[src/size_class_free_list_pool_defines.svh]
// ----------------------------------------------------------------------------
// Size-class free-list pool: assertion macros
// Shared property forms for the pool's checks, clocked on clk, off in reset.
// ----------------------------------------------------------------------------
`ifndef SIZE_CLASS_FREE_LIST_POOL_DEFINES_SVH
`define SIZE_CLASS_FREE_LIST_POOL_DEFINES_SVH

// same-cycle implication
`define SCFL_ASSERT_SAME(lbl, ante, cons, msg) \
    lbl: assert property (@(posedge clk) disable iff (!rst_n) (ante) |-> (cons)) \
        else $error(msg);

// next-cycle implication
`define SCFL_ASSERT_NEXT(lbl, ante, cons, msg) \
    lbl: assert property (@(posedge clk) disable iff (!rst_n) (ante) |=> (cons)) \
        else $error(msg);

`endif

[src/scfl_class_tab.sv]
// ----------------------------------------------------------------------------
// Size-class free-list pool: class table
// Head, tail and count per class in a synchronous memory; valid bits give
// zero for a class never written since reset.
// ----------------------------------------------------------------------------
module scfl_class_tab #(
    parameter int CLS_W = 4,
    parameter int ENT_W = 19
) (
    input  logic             clk,
    input  logic             rst_n,
    input  logic             rd_en,
    input  logic [CLS_W-1:0] rd_idx,
    output logic [ENT_W-1:0] rd_entry,
    input  logic             wr_en,
    input  logic [CLS_W-1:0] wr_idx,
    input  logic [ENT_W-1:0] wr_entry
);

    localparam int DEPTH = 2 ** CLS_W;

    logic [ENT_W-1:0] mem [DEPTH];
    logic [DEPTH-1:0] vld_reg;
    logic [ENT_W-1:0] rd_data_reg;
    logic             rd_vld_reg;

    always_ff @(posedge clk)
    begin
        if (wr_en)
        begin
            mem[wr_idx] <= wr_entry;
        end
        if (rd_en)
        begin
            rd_data_reg <= mem[rd_idx];
        end
    end

    always_ff @(posedge clk or negedge rst_n)
    begin
        if (!rst_n)
        begin
            vld_reg    <= '0;
            rd_vld_reg <= 1'b0;
        end
        else
        begin
            if (wr_en)
            begin
                vld_reg[wr_idx] <= 1'b1;
            end
            if (rd_en)
            begin
                rd_vld_reg <= vld_reg[rd_idx];
            end
        end
    end

    assign rd_entry = rd_vld_reg ? rd_data_reg : '0;

endmodule

[config.mk]
export PLATFORM = sky130hd
export DESIGN_NAME = scfl_class_tab
export DESIGN_NICKNAME = d
export VERILOG_FILES = /design/src/size_class_free_list_pool_defines.svh /design/src/scfl_class_tab.sv
export SDC_FILE = /design/constraint.sdc
export NUM_CORES = 1
export LEC_CHECK = 0
export BUFFER_PORTS_ARGS = -buffer_cell sky130_fd_sc_hd__buf_4
export CELL_PAD_IN_SITES_DETAIL_PLACEMENT = 1
export CELL_PAD_IN_SITES_GLOBAL_PLACEMENT = 2
export CORE_MARGIN = 5
export CORE_UTILIZATION = 40
export DETAILED_ROUTE_END_ITERATION = 8
export PLACE_DENSITY_LB_ADDON = 0.1
export SLEW_MARGIN = 20
export SYNTH_ARGS = -nofsm -noshare
export SYNTH_HDL_FRONTEND = slang
export SYNTH_SLANG_ARGS = --single-unit
[constraint.sdc]
create_clock -name clk -period 1.78 [get_ports clk]
set_clock_uncertainty 0.2 [all_clocks]
set_input_delay 0.267 -clock clk [delete_from_list [all_inputs] [get_ports clk]]
set_output_delay 0.267 -clock clk [all_outputs]
set_load 0.1 [all_outputs]
Word-level counts from Yosys, hierarchy flattened
Memories as Yosys holds them, arrays and structs flattened. A register that Yosys moved wholly into a read port is not among the register bits.
Cells that the tools add are included.
{ "totals": {"ram_bits": 304, "elab_cells": 15, "mem_count": 1, "in_bits": 31, "regBits": 17, "out_inout_bits": 19} }
{ "op_classes": {"magnitude_cmp": 3, "n_reduce_logical": 1, "bitwise_logic": 1, "n_mux": 7} }
{ "memory_table": {"columns": ["memory", "words", "word_bits", "rd", "rd_clocked_by_memory_dff", "write_ports", "line", "text"], "rows": [
  ["mem", 16, 19, 1, 1, 1, "scfl_class_tab.sv:22", "logic [ENT_W-1:0] mem [DEPTH];"]
]} }
{ "ops": {"columns": ["operator", "count"], "rows": [
  ["$mux W19", 1],
  ["$or A16 B16 Y16", 1],
  ["$lt A4 B5 Y1 const B", 2],
  ["$bmux W1 S4", 1],
  ["$demux W1 S4", 1],
  ["$ge A4 B1 Y1 const B", 1],
  ["$mux W1", 4],
  ["$logic_and A1 B1 Y1", 1]
]} }

Longest topological paths before layout
{ "logic_depth": {"ltp_word": 5, "ltp_mapped": 6} }

Least setup slack after synthesis
OpenSTA, ideal clock, no wires.
{ "synth_timing": {"path_kind": "in2reg", "from": "in wr_idx[2]", "to": "mem mem[0][0] (enable)", "arrival_time_ps": 2143, "required_time_ps": 1160, "path_stages": 2, "slack_ps": -984, "cell_sequence": "or3b_2 -> nor3_1"} }
{ "synth_rtl": {"columns": ["element", "line", "text"], "rows": [
  ["start, declared", "scfl_class_tab.sv:16", "input logic [CLS_W-1:0] wr_idx,"],
  ["end, declared", "scfl_class_tab.sv:22", null]
]} }
No word-level cell before the write port.

Worst setup path after layout
{ "layout_timing": {"from": "reg rd_vld_reg", "to": "out rd_entry[0]"} }
{ "layout_via": {"elab_chain_len": 1} }
{ "layout_lines": {"columns": ["element", "line", "text"], "rows": [
  ["start, declared", "scfl_class_tab.sv:25", "logic rd_vld_reg;"],
  ["start signal, assigned", "scfl_class_tab.sv:54", "rd_vld_reg <= vld_reg[rd_idx];"],
  ["$mux W19", "scfl_class_tab.sv:59", "assign rd_entry = rd_vld_reg ? rd_data_reg : '0;"],
  ["end, declared", "scfl_class_tab.sv:14", "output logic [ENT_W-1:0] rd_entry,"]
]} }
No other way between the ends.

==> impl_table.tex <==
\begin{tabular}{lr}
\hline
Metric & Value \\
\hline
\multicolumn{2}{l}{\textbf{Routing}} \\
\quad Remaining antenna violation count after routing & 0 \\
\quad Vias per std cell & 5.225 \\
\quad Routed wire length per instance & 26.31 um \\
\quad Number of detailed-route iterations in the first pass & 6 \\
\quad Drt first-iter violations & 375 \\
\quad Post-detailed-routing wire length & 29.60 mm \\
\quad Count of unresolved DRC violations after routing & 0 \\
\quad Vias post-DR & 5,878 \\
\multicolumn{2}{l}{\textbf{Global routing}} \\
\quad Overflow left after global routing & 0 \\
\quad Pin count of the biggest net entering global routing & 26 \\
\quad Initial antenna violation count & 1 \\
\quad Global-route wire length before repair & 44.19 mm \\
\quad Overall Global Routing Usage & 0.1687 \\
\quad Number of global-route vias before repair & 6,671 \\
\multicolumn{2}{l}{\textbf{Logic synthesis}} \\
\quad Top cell type by total area after synthesis & sky130\_fd\_sc\_hd\_\_edfxtp\_1 \\
\quad Fraction of registers with async set/reset & 0.05000 \\
\quad Synth area leaders & sky130\_fd\_sc\_hd\_\_edfxtp\_1, sky130\_fd\_sc\_hd\_\_mux4\_2, sky130\_fd\_sc\_hd\_\_mux4\_1, sky130\_fd\_sc\_hd\_\_dfrtp\_1, sky130\_fd\_sc\_hd\_\_and2\_1 \\
\quad Number of enable flip-flop cells after synthesis & 323 \\
\quad Portion of the post-synthesis area used by sequential elements & 0.7799 \\
\quad Flip-flop and latch count after synthesis & 340 \\
\quad Count of yosys warnings during synthesis & 0 \\
\quad Post-synth design cell area & 12,980 um2 \\
\quad Total nets after synthesis & 556 \\
\quad Proportion of netlist area held by the largest area contributor & 0.7471 \\
\quad Synth cell types & 21 \\
\quad Most frequent cell after synthesis & sky130\_fd\_sc\_hd\_\_edfxtp\_1 \\
\quad Synth Flop Type & sky130\_fd\_sc\_hd\_\_edfxtp\_1 \\
\quad Top cells by count, synth & sky130\_fd\_sc\_hd\_\_edfxtp\_1, sky130\_fd\_sc\_hd\_\_mux4\_2, sky130\_fd\_sc\_hd\_\_mux4\_1, sky130\_fd\_sc\_hd\_\_and2\_1, sky130\_fd\_sc\_hd\_\_dfrtp\_1 \\
\quad Per-instance average area after synthesis & 24.73 um2 \\
\quad Gate count after technology mapping & 525 \\
\multicolumn{2}{l}{\textbf{Critical path}} \\
\quad Classification of the worst setup path & reg -> out \\
\quad Kind of end point of the critical path & primary output \\
\quad Slack of the worst reg-to-reg path & -0.03 ns \\
\quad Worst reg-to-reg path cell count & 2 \\
\quad Critical Path Fanout Max & 14 \\
\quad Required time reported for the critical path endpoint & 1.31 ns \\
\quad CP startpoint kind & flop \\
\quad Data arrival, critical path & 1.47 ns \\
\multicolumn{2}{l}{\textbf{Timing}} \\
\quad Worst slew margin & 0.7979 \\
\quad Final critical-path setup slack & -0.1579 ns \\
\quad Final Hold Viols & 0 \\
\quad Final clock period utilization by the worst path & 1.089 \\
\quad Slew at the pin with the worst max-slew slack & 0.3023 ns \\
\quad Setup-violating endpoint count in the final report & 26 \\
\quad Period minus WS final & 1.938 ns \\
\quad Post-Route Hold Slack & 0.06677 ns \\
\quad Top achievable clock speed & 0.5160 GHz \\
\quad Final Slew Violations & 0 \\
\quad Unrepaired setup endpoints after global routing & yes \\
\quad Final TNS setup & -2.325 ns \\
\multicolumn{2}{l}{\textbf{Status}} \\
\quad Run status & finished with violations \\
\quad Failing checks & setup timing \\
\multicolumn{2}{l}{\textbf{Clock network}} \\
\quad Clock-pin slew on the worst setup and hold paths & 0.06 ns \\
\quad Setup Buffers After CTS & 0 \\
\quad Level count of the clock H-tree & 2 \\
\quad Clock tree from TritonCTS & built \\
\quad CTS Root Cell & sky130\_fd\_sc\_hd\_\_clkbuf\_16 \\
\quad TritonCTS Buffers & 38 \\
\quad Clock latency on the worst-skew pair & 0.52 ns \\
\quad Clock sinks & 340 \\
\quad Max Buffers Root-to-Sink & 3 \\
\multicolumn{2}{l}{\textbf{Floorplanning}} \\
\quad Floorplan core area & 32,290 um2 \\
\quad Initial cell density of the core & 0.4021 \\
\quad Number of top-level pins & 50 \\
\quad Die area & 36,160 um2 \\
\quad Number of rows created at floorplan & 66 \\
\quad Die outline height & 190.2 um \\
\quad Die outline width & 190.2 um \\
\multicolumn{2}{l}{\textbf{Layout}} \\
\quad Filler cell count & 2,815 \\
\quad Number of non-filler instances in the completed layout & 1,125 \\
\quad Area growth from synthesis to final layout & 23.75\% \\
\quad Share of cells above drive strength 1 & 0.4150 \\
\quad Flip-flop count of the largest register, all copies and words added & 304 \\
\quad Nets@finish & 687 \\
\quad Utilization after layout & 0.4976 \\
\multicolumn{2}{l}{\textbf{Place}} \\
\quad Placed insts & 1,036 \\
\quad PortBufs & 49 \\
\quad Placed wire-length estimate & 16.63 mm \\
\quad Setup slack at placement & -0.4355 ns \\
\quad Global placement routability congestion & 0.7428 \\
\multicolumn{2}{l}{\textbf{Power and ir drop}} \\
\quad Worst supply voltage drop on vdd & 0.8396 mV \\
\quad PwrDens & 1156 nW/um2 \\
\quad Leak pwr & 5.211 nW \\
\multicolumn{2}{l}{\textbf{Min path}} \\
\quad Count of cells along the worst hold path & 2 \\
\quad Min-Delay Path Class & in -> reg \\
\multicolumn{2}{l}{\textbf{Job}} \\
\quad Max-Cap Viols & 0 \\
\hline
\end{tabular}
[logic make-up (layout without fill, tap and decap cells)]
group | after synthesis | count (layout) | share of synthesized area
multiplexers | 103 | 103 | 0.1819
other | 0 | 1 | 0
buffers and inverters | 24 | 181 | 0.01292
flip-flops | 340 | 340 | 0.7799
AND/OR/NAND/NOR | 58 | 58 | 0.02535
[per-stage QoR]
| step | instance area, um2 | power, mW |
|---|---|---|
| final | 16070 | 18.57 |
| after detailed placement | 14460 | 11.26 |
| after global routing | 16070 | 19.29 |
| after global placement | 14460 | 11.22 |
| after floorplan | 13010 | 10.58 |
| after CTS | 16050 | 18.79 |
[cell type report]
cell class	count	area [um2]	area share
flip-flops and latches	340	10120	0.6302
multi-input cells	161	2710	0.1687
repair buffers	115	1544	0.09611
clock buffers	47	1016	0.06324
well taps	442	553.0	0.03442
clock inverters	19	115.1	0.007165
diodes	1	2.502	0.0001558
[routing by layer]
layer / part of all wire / GRT usage / vias up
met5: 0 / 0 / -
met4: 0.014 / 0.03564 / 0
met3: 0.037 / 0.02697 / 38
met2: 0.51 / 0.2873 / 125
met1: 0.43 / 0.2331 / 3223
li1: - / - / 2492
[placed cells by master (no fill, tap or decap), drive strengths merged]
cell,count
nand3b,2
nand3,1
or3b,1
mux2,1
nand2b,2
mux4,99
dlygate4sd3,22
mux2i,3
nor3,4
clkinv,17
buf,93
or2,16
nand2,1
bufinv,1
clkbuf,47
dfrtp,17
and2,19
diode,1
inv,1
nor2,12
edfxtp,323
[worst max-delay path, cell delays in order (launching register included)]
cell,delay (ns)
sky130_fd_sc_hd__dfrtp_1,0.39
sky130_fd_sc_hd__buf_12,0.18
sky130_fd_sc_hd__and2_1,0.20
sky130_fd_sc_hd__buf_12,0.18
[final timing paths]
| path | endpoint | from |
|---|---|---|
| max reg2reg | rd_data_reg[6] | mem[15][6] |
| max in group asynchronous | vld_reg[14] | rst_n |
| min | rd_data_reg[7] | rd_idx[2] |
| min reg2reg | vld_reg[3] | vld_reg[3] |
| min in group asynchronous | vld_reg[13] | rst_n |
| max | rd_entry[0] | rd_vld_reg |
[what timing repair did]
| item | in CTS | in global routing |
|---|---|---|
| gates resized for setup | 60 | 9 |
| hold buffers | 22 | 1 |
| endpoints found under the hold margin | 331 | 13 |
| setup endpoints to repair | 29 | 56 |
[where the power goes]
| group | total [mW] | leakage (nW) | internal (mW) | switching (mW) |
|---|---|---|---|---|
| logic | 2.31 | 1.55 | 0.984 | 1.33 |
| registers | 9.12 | 3.11 | 9.03 | 0.0854 |
| clock network | 7.14 | 0.558 | 4.18 | 2.96 |
Power figures use the tool's default switching activity.
