--- config.mk ---
export PLATFORM = sky130hd
export DESIGN_NAME = scfl_classify
export DESIGN_NICKNAME = d
export VERILOG_FILES = /design/src/size_class_free_list_pool_defines.svh /design/src/scfl_pkg.sv /design/src/scfl_classify.sv
export SDC_FILE = /design/constraint.sdc
export NUM_CORES = 1
export LEC_CHECK = 0
export ABC_AREA = 1
export BUFFER_PORTS_ARGS = -buffer_cell sky130_fd_sc_hd__clkbuf_2
export CORE_MARGIN = 10
export CORE_UTILIZATION = 42
export DETAILED_ROUTE_END_ITERATION = 16
export PLACE_DENSITY = 0.76
export SYNTH_ARGS = -nofsm -noshare
export SYNTH_HDL_FRONTEND = slang
export SYNTH_SLANG_ARGS = --single-unit
--- constraint.sdc ---
create_clock -name vclk -period 6.5
set_input_delay 1.3 -clock vclk [all_inputs]
set_output_delay 1.3 -clock vclk [all_outputs]
set_load 0.1 [all_outputs]
--- src/size_class_free_list_pool_defines.svh ---
// ----------------------------------------------------------------------------
// Size-class free-list pool: assertion macros
// Shared property forms for the pool's checks, clocked on clk, off in reset.
// ----------------------------------------------------------------------------
`ifndef SIZE_CLASS_FREE_LIST_POOL_DEFINES_SVH
`define SIZE_CLASS_FREE_LIST_POOL_DEFINES_SVH

// same-cycle implication
`define SCFL_ASSERT_SAME(lbl, ante, cons, msg) \
    lbl: assert property (@(posedge clk) disable iff (!rst_n) (ante) |-> (cons)) \
        else $error(msg);

// next-cycle implication
`define SCFL_ASSERT_NEXT(lbl, ante, cons, msg) \
    lbl: assert property (@(posedge clk) disable iff (!rst_n) (ante) |=> (cons)) \
        else $error(msg);

`endif

--- src/scfl_pkg.sv ---
// ----------------------------------------------------------------------------
// Size-class free-list pool: shared package
// Defaults, register map, status codes and the size classification word.
// ----------------------------------------------------------------------------
package scfl_pkg;

    localparam int NUM_CLASSES_DEF = 16;
    localparam int LIST_DEPTH_DEF  = 64;
    localparam int HANDLE_BITS_DEF = 32;

    localparam logic [4:0]  MIN_CLASS_RST = 5'd6;
    localparam logic [4:0]  MAX_CLASS_RST = 5'd16;
    localparam logic [31:0] BUDGET_RST    = 32'(1024 * 1024);

    localparam int ADDR_W = 4;

    typedef enum logic [1:0] {
        REG_MIN_CLASS = 2'd0,
        REG_MAX_CLASS = 2'd1,
        REG_BUDGET    = 2'd2
    } reg_idx_t;

    typedef enum logic [2:0] {
        ST_POOLED       = 3'd0,
        ST_EMPTY        = 3'd1,
        ST_UNMANAGED    = 3'd2,
        ST_ZERO         = 3'd3,
        ST_STORED       = 3'd4,
        ST_DROP_UNMAN   = 3'd5,
        ST_DROP_BUDGET  = 3'd6,
        ST_DROP_FULL    = 3'd7
    } status_t;

    typedef struct packed {
        logic        zero;
        logic        pow2;
        logic        managed;
        logic [5:0]  class_off;
        logic [3:0]  class_index;
        logic [31:0] granted_len;
    } class_info_t;

endpackage

--- src/scfl_classify.sv ---
// ----------------------------------------------------------------------------
// Size-class free-list pool: size classifier
// Rounds a size up to a power of two and maps it onto a managed class.
// ----------------------------------------------------------------------------
module scfl_classify #(
    parameter int NUM_CLASSES = scfl_pkg::NUM_CLASSES_DEF
) (
    input  logic [31:0]          size_bytes,
    input  logic [4:0]           min_class,
    input  logic [4:0]           max_class,
    output scfl_pkg::class_info_t info
);

    logic [31:0] size_m1;
    logic [5:0]  k;
    logic [5:0]  off;
    logic        zero;
    logic        managed;

    assign size_m1 = size_bytes - 32'd1;
    assign zero    = (size_bytes == 32'd0);

    always_comb
    begin
        k = 6'd0;
        for (int i = 0; i < 32; i++)
        begin
            if (size_m1[i])
            begin
                k = 6'(i + 1);
            end
        end
    end

    assign off     = k - {1'b0, min_class};
    assign managed = !zero && (k >= {1'b0, min_class}) && (k <= {1'b0, max_class})
                     && (off < 6'(NUM_CLASSES));

    always_comb
    begin
        info.zero        = zero;
        info.pow2        = !zero && ((size_bytes & size_m1) == 32'd0);
        info.managed     = managed;
        info.class_off   = off;
        info.class_index = managed ? off[3:0] : 4'd0;
        info.granted_len = (k == 6'd32) ? 32'd0 : (32'd1 << k[4:0]);
    end

endmodule

==> tab_implementation.tex, run 1 <==
\begin{tabular}{lr}
\hline
Metric & Value \\
\hline
\multicolumn{2}{l}{\textbf{Placed design}} \\
\quad PortBufs & 87 \\
\quad Cell area after placement & about 3700 sq um \\
\quad Dpl hpwl & 7490 um \\
\quad Last weighted congestion value of the routability-driven placer & 0.9114 \\
\multicolumn{2}{l}{\textbf{Synth}} \\
\quad Count of warnings emitted by yosys & 0 \\
\quad Top area cells in the synthesized netlist & ha\_1 29\%, nand2\_1 16\%, nor2\_1 12\%, inv\_1 8.4\%, nor3\_1 6.3\% \\
\quad Cell count after synthesis & 318 \\
\quad Netlist cell types & 29 \\
\quad Post-synth top area share & 29.31\% \\
\quad Post-synthesis sequential area ratio & 0\% \\
\quad Cell type contributing the most total cell area after synthesis & ha\_1 \\
\quad Syn Std Cell Area & $\sim$1800 sq um \\
\quad Mean instance size in the synthesized netlist & roughly 5.8 sq um \\
\quad Synthesized netlist net count & 403 \\
\multicolumn{2}{l}{\textbf{Floorplan}} \\
\quad Die Y & 86.11 um \\
\quad Number of rows in the core area & 23 \\
\quad Initial core utilization & 44.60\% \\
\quad Die boundary width & 86.11 um \\
\quad Count of boundary I/O pins & 87 \\
\multicolumn{2}{l}{\textbf{Status}} \\
\quad Stopping stage & clock tree synthesis (4\_1\_cts) \\
\quad First error line in the log & [ERROR DPL-0033] detailed placement checks failed during check placement. \\
\quad Status & did not finish \\
\multicolumn{2}{l}{\textbf{Clock network}} \\
\quad Post-cts resize count & 48 \\
\quad Number of buffers added for setup after CTS & 20 \\
\quad Number of buffers inserted for hold repair after clock tree synthesis & 0 \\
\hline
\end{tabular}
-- metrics by stage --
stage / setup WS [ns] / util, % / cells
after global placement: -0.2118 / 89.78 / 500
after detailed placement: -0.4685 / 89.78 / 500
after floorplan: -0.3853 / - / 318
-- cells in the mapped netlist --
cell / n
nand2_1: 77
nor2_1: 59
ha_1: 43
inv_1: 41
nor3_1: 23
nand4_1: 17
a21oi_1: 7
nor4_1: 7
nand3_1: 6
clkbuf_1: 4
nand3b_1: 4
o21ai_0: 3
or2_2: 3
xor2_1: 3
buf_4: 2
nand3_2: 2
nor2_2: 2
nor3_4: 2
or3_1: 2
or3_4: 2
inv_2: 1
nand2_2: 1
nand3b_2: 1
nand3b_4: 1
nor2_4: 1
o21ai_1: 1
o21bai_1: 1
o221ai_1: 1
xnor2_1: 1
-- logic make-up after synthesis --
kind of cell    count (synthesis)  synth area share (%)
simple gates                  210                 54.67
xor+xnor                        4                 1.909
compound gates                 13                 3.885
fa+ha+maj                      43                 29.31
buf+inv                        48                 10.22
==> run 2: changes to the inputs <==
--- a/config.mk
+++ b/config.mk
@@ -8,9 +8,9 @@
 export ABC_AREA = 1
 export BUFFER_PORTS_ARGS = -buffer_cell sky130_fd_sc_hd__clkbuf_2
 export CORE_MARGIN = 10
-export CORE_UTILIZATION = 42
+export CORE_UTILIZATION = 27
 export DETAILED_ROUTE_END_ITERATION = 16
-export PLACE_DENSITY = 0.76
+export PLACE_DENSITY_LB_ADDON = 0.15
 export SYNTH_ARGS = -nofsm -noshare
 export SYNTH_HDL_FRONTEND = slang
 export SYNTH_SLANG_ARGS = --single-unit
==> constraint.sdc (replaced) <==
create_clock -name vclk -period 8.5
set_input_delay 1.7 -clock vclk [all_inputs]
set_output_delay 1.7 -clock vclk [all_outputs]
set_load 0.1 [all_outputs]
==> tab_implementation.tex, run 2 <==
\begin{tabular}{lr}
\hline
Metric & Value \\
\hline
\multicolumn{2}{l}{\textbf{Power}} \\
\quad Switching Power & 114.8 uW \\
\quad Switching fraction of total power & 73.00\% \\
\quad Worst vdd rail ir drop & roughly 73 uV \\
\quad Final Total Pwr & between 150 and 200 uW \\
\quad Leakage power summed over all cells & 0.001279 uW \\
\quad Combinational power share & 100.0\% \\
\quad Sequential cell fraction of total power & 0\% \\
\quad Power per standard cell area & 63.75 nW/um\^{}2 \\
\quad Internal power summed over all cells & 42.45 uW \\
\quad Proportion of power drawn by the clock network & 0\% \\
\multicolumn{2}{l}{\textbf{Final layout}} \\
\quad Layout overhead on the synthesized area & 34.36\% \\
\quad Area occupied by registers & 0 sq um \\
\quad Final net count & 488 \\
\quad Most common library cell in the layout ignoring fill and taps & clkbuf\_2 \\
\quad Commonest cells after routing, fill and taps aside & 82 x clkbuf\_2, 77 x nand2\_1, 57 x nor2\_1, 41 x ha\_1, 40 x inv\_1 \\
\quad Layout clock buffer count & 0 \\
\quad Layout cell share with drive strength beyond 1 & 28.18\% \\
\quad Seq Cell Count & 0 \\
\quad Diodes inserted & 0 \\
\multicolumn{2}{l}{\textbf{Clock network}} \\
\quad Number of buffers added for setup after CTS & 0 \\
\multicolumn{2}{l}{\textbf{Timing}} \\
\quad Highest attainable clock frequency & 126.5 MHz \\
\quad Transition time at the pin with the least slew margin & about 0.56 ns \\
\quad Fin crit share & between 90\% and 100\% \\
\quad Worst Slack Setup Final & around 0.6 ns \\
\quad Final hold vios & 0 \\
\quad RSZ-0062 raised after global routing & false \\
\quad Rel. slew slack & 62.79\% \\
\quad Final slew viol count & 0 \\
\quad Setup TNS & 0 ns \\
\quad Worst hold margin & roughly 4 ns \\
\quad Final setup fails & 0 \\
\quad Fin crit period & 7.902 ns \\
\multicolumn{2}{l}{\textbf{Drt}} \\
\quad Routed wirelength normalized by instance count & 12.73 um \\
\quad Avg Vias per Cell & 4.695 \\
\quad Via count of the routed design & 2,244 \\
\quad First-pass iteration count of the detailed router & 4 \\
\quad Number of nets with antenna violations after routing & 0 \\
\quad Total wire length after detailed routing & 6086 um \\
\quad DRC marker count from the first detailed-route iteration & around 110 \\
\quad DRC violation count after routing & 0 \\
\multicolumn{2}{l}{\textbf{Synth}} \\
\quad Synthesized netlist net count & 403 \\
\quad Post-synthesis sequential area ratio & 0\% \\
\quad Top cell types by occurrence after synthesis & 77 x nand2\_1, 59 x nor2\_1, 43 x ha\_1 \\
\quad Post-synth top area share & 29.31\% \\
\quad Mean instance size in the synthesized netlist & a little under 6 sq um \\
\quad Syn Std Cell Area & 1836 sq um \\
\quad Top area cells in the synthesized netlist & ha\_1 29\%, nand2\_1 16\%, nor2\_1 12\%, inv\_1 8.4\%, nor3\_1 6.3\% \\
\quad Cell type contributing the most total cell area after synthesis & ha\_1 \\
\quad Count of warnings emitted by yosys & 0 \\
\quad Cell count after synthesis & 318 \\
\quad Count leader, synth & nand2\_1 \\
\quad Netlist cell types & 29 \\
\multicolumn{2}{l}{\textbf{Floorplan}} \\
\quad Die boundary width & 102.5 um \\
\quad Full die area & 10,500 sq um \\
\quad Number of rows in the core area & 29 \\
\quad Count of boundary I/O pins & slightly below 90 \\
\quad Initial core utilization & 28.42\% \\
\quad Die Y & 102.5 um \\
\quad Placeable core region & approximately 6500 sq um \\
\multicolumn{2}{l}{\textbf{Worst setup path}} \\
\quad Required time at the worst-slack endpoint & 6.80 ns \\
\quad Worst setup SP type & primary input \\
\quad Arrival time at the worst endpoint & 6.20 ns \\
\quad Kind of critical path & primary input to primary output \\
\quad Critical path's largest stage delay & $\sim$0.4 ns \\
\quad CP top delay family & simple AND/OR/NAND/NOR gates \\
\quad Standard cell with the maximum stage delay on the critical path & ha\_2 \\
\quad Crit path capture type & primary output \\
\quad Worst-path fanout max & 8 \\
\quad Worst Path Buf+Inv & 5 \\
\quad Cell occurring most often along the worst timing path & nand2\_1 \\
\multicolumn{2}{l}{\textbf{GRT}} \\
\quad Vias in the first global route & about 2,400 \\
\quad Initial antenna violation count & 0 \\
\quad Total overflow reported by the global router & 0 \\
\quad Wire length of the first global-routing pass & 10,440 um \\
\quad Global-route total usage across every layer & 11.52\% \\
\quad Maximum number of pins on one net before global-route repair & 17 \\
\multicolumn{2}{l}{\textbf{Placed design}} \\
\quad PortBufs & 87 \\
\quad Placement-stage worst setup slack & 0.4841 ns \\
\quad Dpl hpwl & 5516 um \\
\quad Last weighted congestion value of the routability-driven placer & about 0.90 \\
\multicolumn{2}{l}{\textbf{Min path}} \\
\quad Class of the tightest hold or removal check & primary input to primary output \\
\quad Worst hold start & min\_class[0] \\
\quad Worst hold path stage count & 4 \\
\quad Endpoint of the worst hold path & info[32] \\
\multicolumn{2}{l}{\textbf{Run}} \\
\quad MaxCap Viol Count & 0 \\
\multicolumn{2}{l}{\textbf{Status}} \\
\quad Status & finished, final reports clean \\
\hline
\end{tabular}
==> run 2: cell counts after synthesis <==
Identical to the previous run, type by type.
==> run 2: tightest hold or removal path, stage by stage <==
cell	delay, ns
clkbuf_2	0.08
ha_1	0.17
nor2_1	0.08
buf_12	0.16
==> run 2: cell families after synthesis <==
| group | synth area share (%) |
|---|---|
| AND/OR/NAND/NOR | 54.67 |
| AO/OA/AOI/OAI | 3.885 |
| adder cells (fa/ha/maj) | 29.31 |
| buffers and inverters | 10.22 |
| XOR/XNOR | 1.909 |
==> run 2: layout make-up <==
class	count	area, sq um
tap	77	96.34
timing repair buffer	89	525.5
inverter	42	157.7
multi-input combinational	270	1687
fill	770	3993
==> run 2: repair_timing <==
| item | 4_1_cts | 5_1_grt |
|---|---|---|
| hold buffers | 0 | 0 |
| setup endpoints to repair | 0 | 4 |
| resized for setup | 0 | 5 |
==> run 2: how the worst max path moves through the flow <==
stage                              from  endpoint  slack, ns  depth (start not counted)
after detailed placement  size_bytes[0]  info[33]       0.48                         27
final                     size_bytes[0]  info[32]       0.60                         30
after global routing      size_bytes[0]  info[33]      0.006                         30
after global placement    size_bytes[0]  info[32]       0.55                         30
after CTS                 size_bytes[0]  info[32]       0.47                         30
after floorplan           size_bytes[0]  info[32]      -0.35                         26
==> run 2: power groups by stage <==
stage / clock (uW) / sequential, uW / combinational [uW]
after floorplan: 0 / 0 / 118
after global placement: 0 / 0 / 157
after detailed placement: 0 / 0 / 156
after CTS: 0 / 0 / 157
after global routing: 0 / 0 / 173
final: 0 / 0 / 157
==> run 2: through the flow <==
step,util [%],cell area [sq um],cells
finish,38.18,2466,478
global route,38.18,2466,478
CTS,37.85,2445,478
detailed placement,37.85,2445,478
global placement,37.85,2445,478
floorplan,-,1853,318
==> run 2: per-layer routing <==
layer / routed length, um / part of all wire, % / global-route usage, % / up-vias
li1: - / - / - / 1226
met1: 2758 / 45 / 14.36 / 968
met2: 2902 / 48 / 20.56 / 48
met3: 410 / 6.7 / 2.632 / 2
met4: 14 / 0.23 / 0.4338 / 0
met5: 0 / 0 / 0 / -
No activity file was read; power rests on OpenSTA's default activity.
==> run 3: changes to the inputs <==
==> constraint.sdc (replaced) <==
create_clock -name vclk -period 8.5
set_input_delay 1.275 -clock vclk [all_inputs]
set_output_delay 1.275 -clock vclk [all_outputs]
set_load 0.1 [all_outputs]
==> tab_implementation.tex, run 3 (synthesized netlist as in run 2, its figures left out) <==
\begin{tabular}{lr}
\hline
Metric & Value \\
\hline
\multicolumn{2}{l}{\textbf{Status}} \\
\quad Status & finished, final reports clean \\
\multicolumn{2}{l}{\textbf{Floorplan}} \\
\quad Full die area & around 10,000 sq um \\
\quad Count of boundary I/O pins & 87 \\
\quad Die Y & 102.5 um \\
\quad Placeable core region & 6459 sq um \\
\quad Initial core utilization & 28.42\% \\
\quad Die boundary width & 102.5 um \\
\quad Number of rows in the core area & 29 \\
\multicolumn{2}{l}{\textbf{Worst setup path}} \\
\quad Crit path capture type & primary output \\
\quad Arrival time at the worst endpoint & 6.18 ns \\
\quad Worst-path fanout max & 9 \\
\quad Critical Path End & info[33] \\
\quad Required time at the worst-slack endpoint & 7.22 ns \\
\quad First element of the critical path & size\_bytes[0] \\
\quad Kind of critical path & primary input to primary output \\
\quad Worst setup SP type & primary input \\
\multicolumn{2}{l}{\textbf{Power}} \\
\quad Power per standard cell area & 64.14 nW/um\^{}2 \\
\quad Worst vdd rail ir drop & approximately 75 uV \\
\quad Leakage power summed over all cells & 0.001257 uW \\
\quad Final Total Pwr & 150.9 uW \\
\multicolumn{2}{l}{\textbf{Final layout}} \\
\quad Seq Cell Count & 0 \\
\quad Area occupied by registers & 0 sq um \\
\quad Number of filler cells placed in the layout & 736 \\
\quad Multi-input combinational cell area & between 1500 and 2000 sq um \\
\quad Layout cell share with drive strength beyond 1 & 26.25\% \\
\quad Final net count & $\sim$500 \\
\quad Utilization of the core after routing & 36.42\% \\
\quad Layout clock buffer count & 0 \\
\quad Diodes inserted & 0 \\
\quad Most common library cell in the layout ignoring fill and taps & clkbuf\_2 \\
\quad Layout overhead on the synthesized area & 28.15\% \\
\quad Commonest cells after routing, fill and taps aside & 87 x clkbuf\_2, 77 x nand2\_1, 59 x nor2\_1, 43 x ha\_1, 41 x inv\_1 \\
\multicolumn{2}{l}{\textbf{Placed design}} \\
\quad Dpl hpwl & between 5000 and 6000 um \\
\quad PortBufs & 87 \\
\quad Last weighted congestion value of the routability-driven placer & around 0.82 \\
\multicolumn{2}{l}{\textbf{Timing}} \\
\quad Fin crit share & 87.69\% \\
\quad Final hold vios & 0 \\
\quad Setup TNS & 0 ns \\
\quad Rel. slew slack & between 50 and 60\% \\
\quad Final slew viol count & 0 \\
\quad Final setup fails & 0 \\
\quad Fin crit period & 7.454 ns \\
\quad Highest attainable clock frequency & 134.2 MHz \\
\quad Transition time at the pin with the least slew margin & approximately 0.63 ns \\
\quad RSZ-0062 raised after global routing & false \\
\multicolumn{2}{l}{\textbf{Drt}} \\
\quad DRC marker count from the first detailed-route iteration & 101 \\
\quad Total wire length after detailed routing & between 6000 and 7000 um \\
\quad First-pass iteration count of the detailed router & 4 \\
\quad Avg Vias per Cell & 4.736 \\
\quad Via count of the routed design & about 2,300 \\
\quad DRC violation count after routing & 0 \\
\quad Number of nets with antenna violations after routing & 0 \\
\quad Routed wirelength normalized by instance count & $\sim$13 um \\
\multicolumn{2}{l}{\textbf{GRT}} \\
\quad Grt peak-use layer & met2 \\
\quad Total overflow reported by the global router & 0 \\
\quad Maximum number of pins on one net before global-route repair & 17 \\
\quad Met2 track utilization from global routing & 20.36\% \\
\quad Wire length of the first global-routing pass & 10,360 um \\
\quad Met3 track demand over resource & 1.417\% \\
\quad Vias in the first global route & 2,311 \\
\quad Initial antenna violation count & 0 \\
\quad Fraction of met1 tracks used by global routing & between 10\% and 20\% \\
\quad Global-route total usage across every layer & 11.40\% \\
\multicolumn{2}{l}{\textbf{Run}} \\
\quad MaxCap Viol Count & 0 \\
\multicolumn{2}{l}{\textbf{Min path}} \\
\quad Class of the tightest hold or removal check & primary input to primary output \\
\quad Worst hold start & size\_bytes[31] \\
\multicolumn{2}{l}{\textbf{Clock network}} \\
\quad Post-cts resize count & 0 \\
\quad Number of buffers inserted for hold repair after clock tree synthesis & 0 \\
\quad Number of buffers added for setup after CTS & 0 \\
\hline
\end{tabular}
[run 3: cell type report]
type / instances / share of cell area [%]
Inverter: 42 / 6.702
Timing Repair Buffer: 88 / 18.83
Tap cell: 77 / 4.096
Multi-Input combinational cell: 270 / 70.37
[run 3: worst max-delay path, cell delays in order]
cell,delay (ns)
clkbuf_2,0.09
inv_1,0.09
ha_1,0.17
nand2_1,0.08
or3_4,0.35
nor3_4,0.17
nand3_2,0.11
nor2_2,0.13
nand3b_2,0.10
nor2_2,0.12
nand2_2,0.08
nor2_4,0.13
nand3_2,0.09
or3_4,0.35
ha_1,0.35
nand2_1,0.08
o21ai_1,0.52
inv_1,0.28
ha_1,0.36
a21oi_1,0.16
o221ai_1,0.12
o21ai_0,0.10
nand3b_1,0.12
inv_2,0.08
nand3b_4,0.09
nor2_1,0.10
clkbuf_2,0.46
[run 3: layer usage]
| metal | wire length, um | vias up |
|---|---|---|
| li1 | - | 1227 |
| met5 | 0 | - |
| met4 | 0 | 0 |
| met3 | 259 | 0 |
| met1 | 2879 | 988 |
| met2 | 2916 | 44 |
[run 3: worst min path at each step]
stage                    end  slack (ns)  depth (start not counted)
global placement    info[44]        3.12                          3
CTS                 info[44]        3.12                          3
detailed placement  info[44]        3.12                          3
floorplan           info[44]        2.79                          2
finish              info[44]        3.11                          3
global route        info[44]        3.13                          3
[run 3: where the power goes]
part	total (uW)	internal, uW	switching (uW)
combinational	151	37.8	113
sequential	0	0	0
clock	0	0	0
total	151	37.8	113
[run 3: through the flow]
step / hold slack (ns) / cells / setup WS (ns) / area (sq um)
4_1_cts: 3.117 / 477 / 1.082 / 2352
6_report: 3.111 / 477 / 1.046 / 2352
3_5_place_dp: 3.118 / 477 / 1.065 / 2352
2_1_floorplan: 2.789 / 318 / 0.1990 / 1843
5_1_grt: 3.126 / 477 / 0.5606 / 2352
3_3_place_gp: 3.119 / 477 / 1.144 / 2352
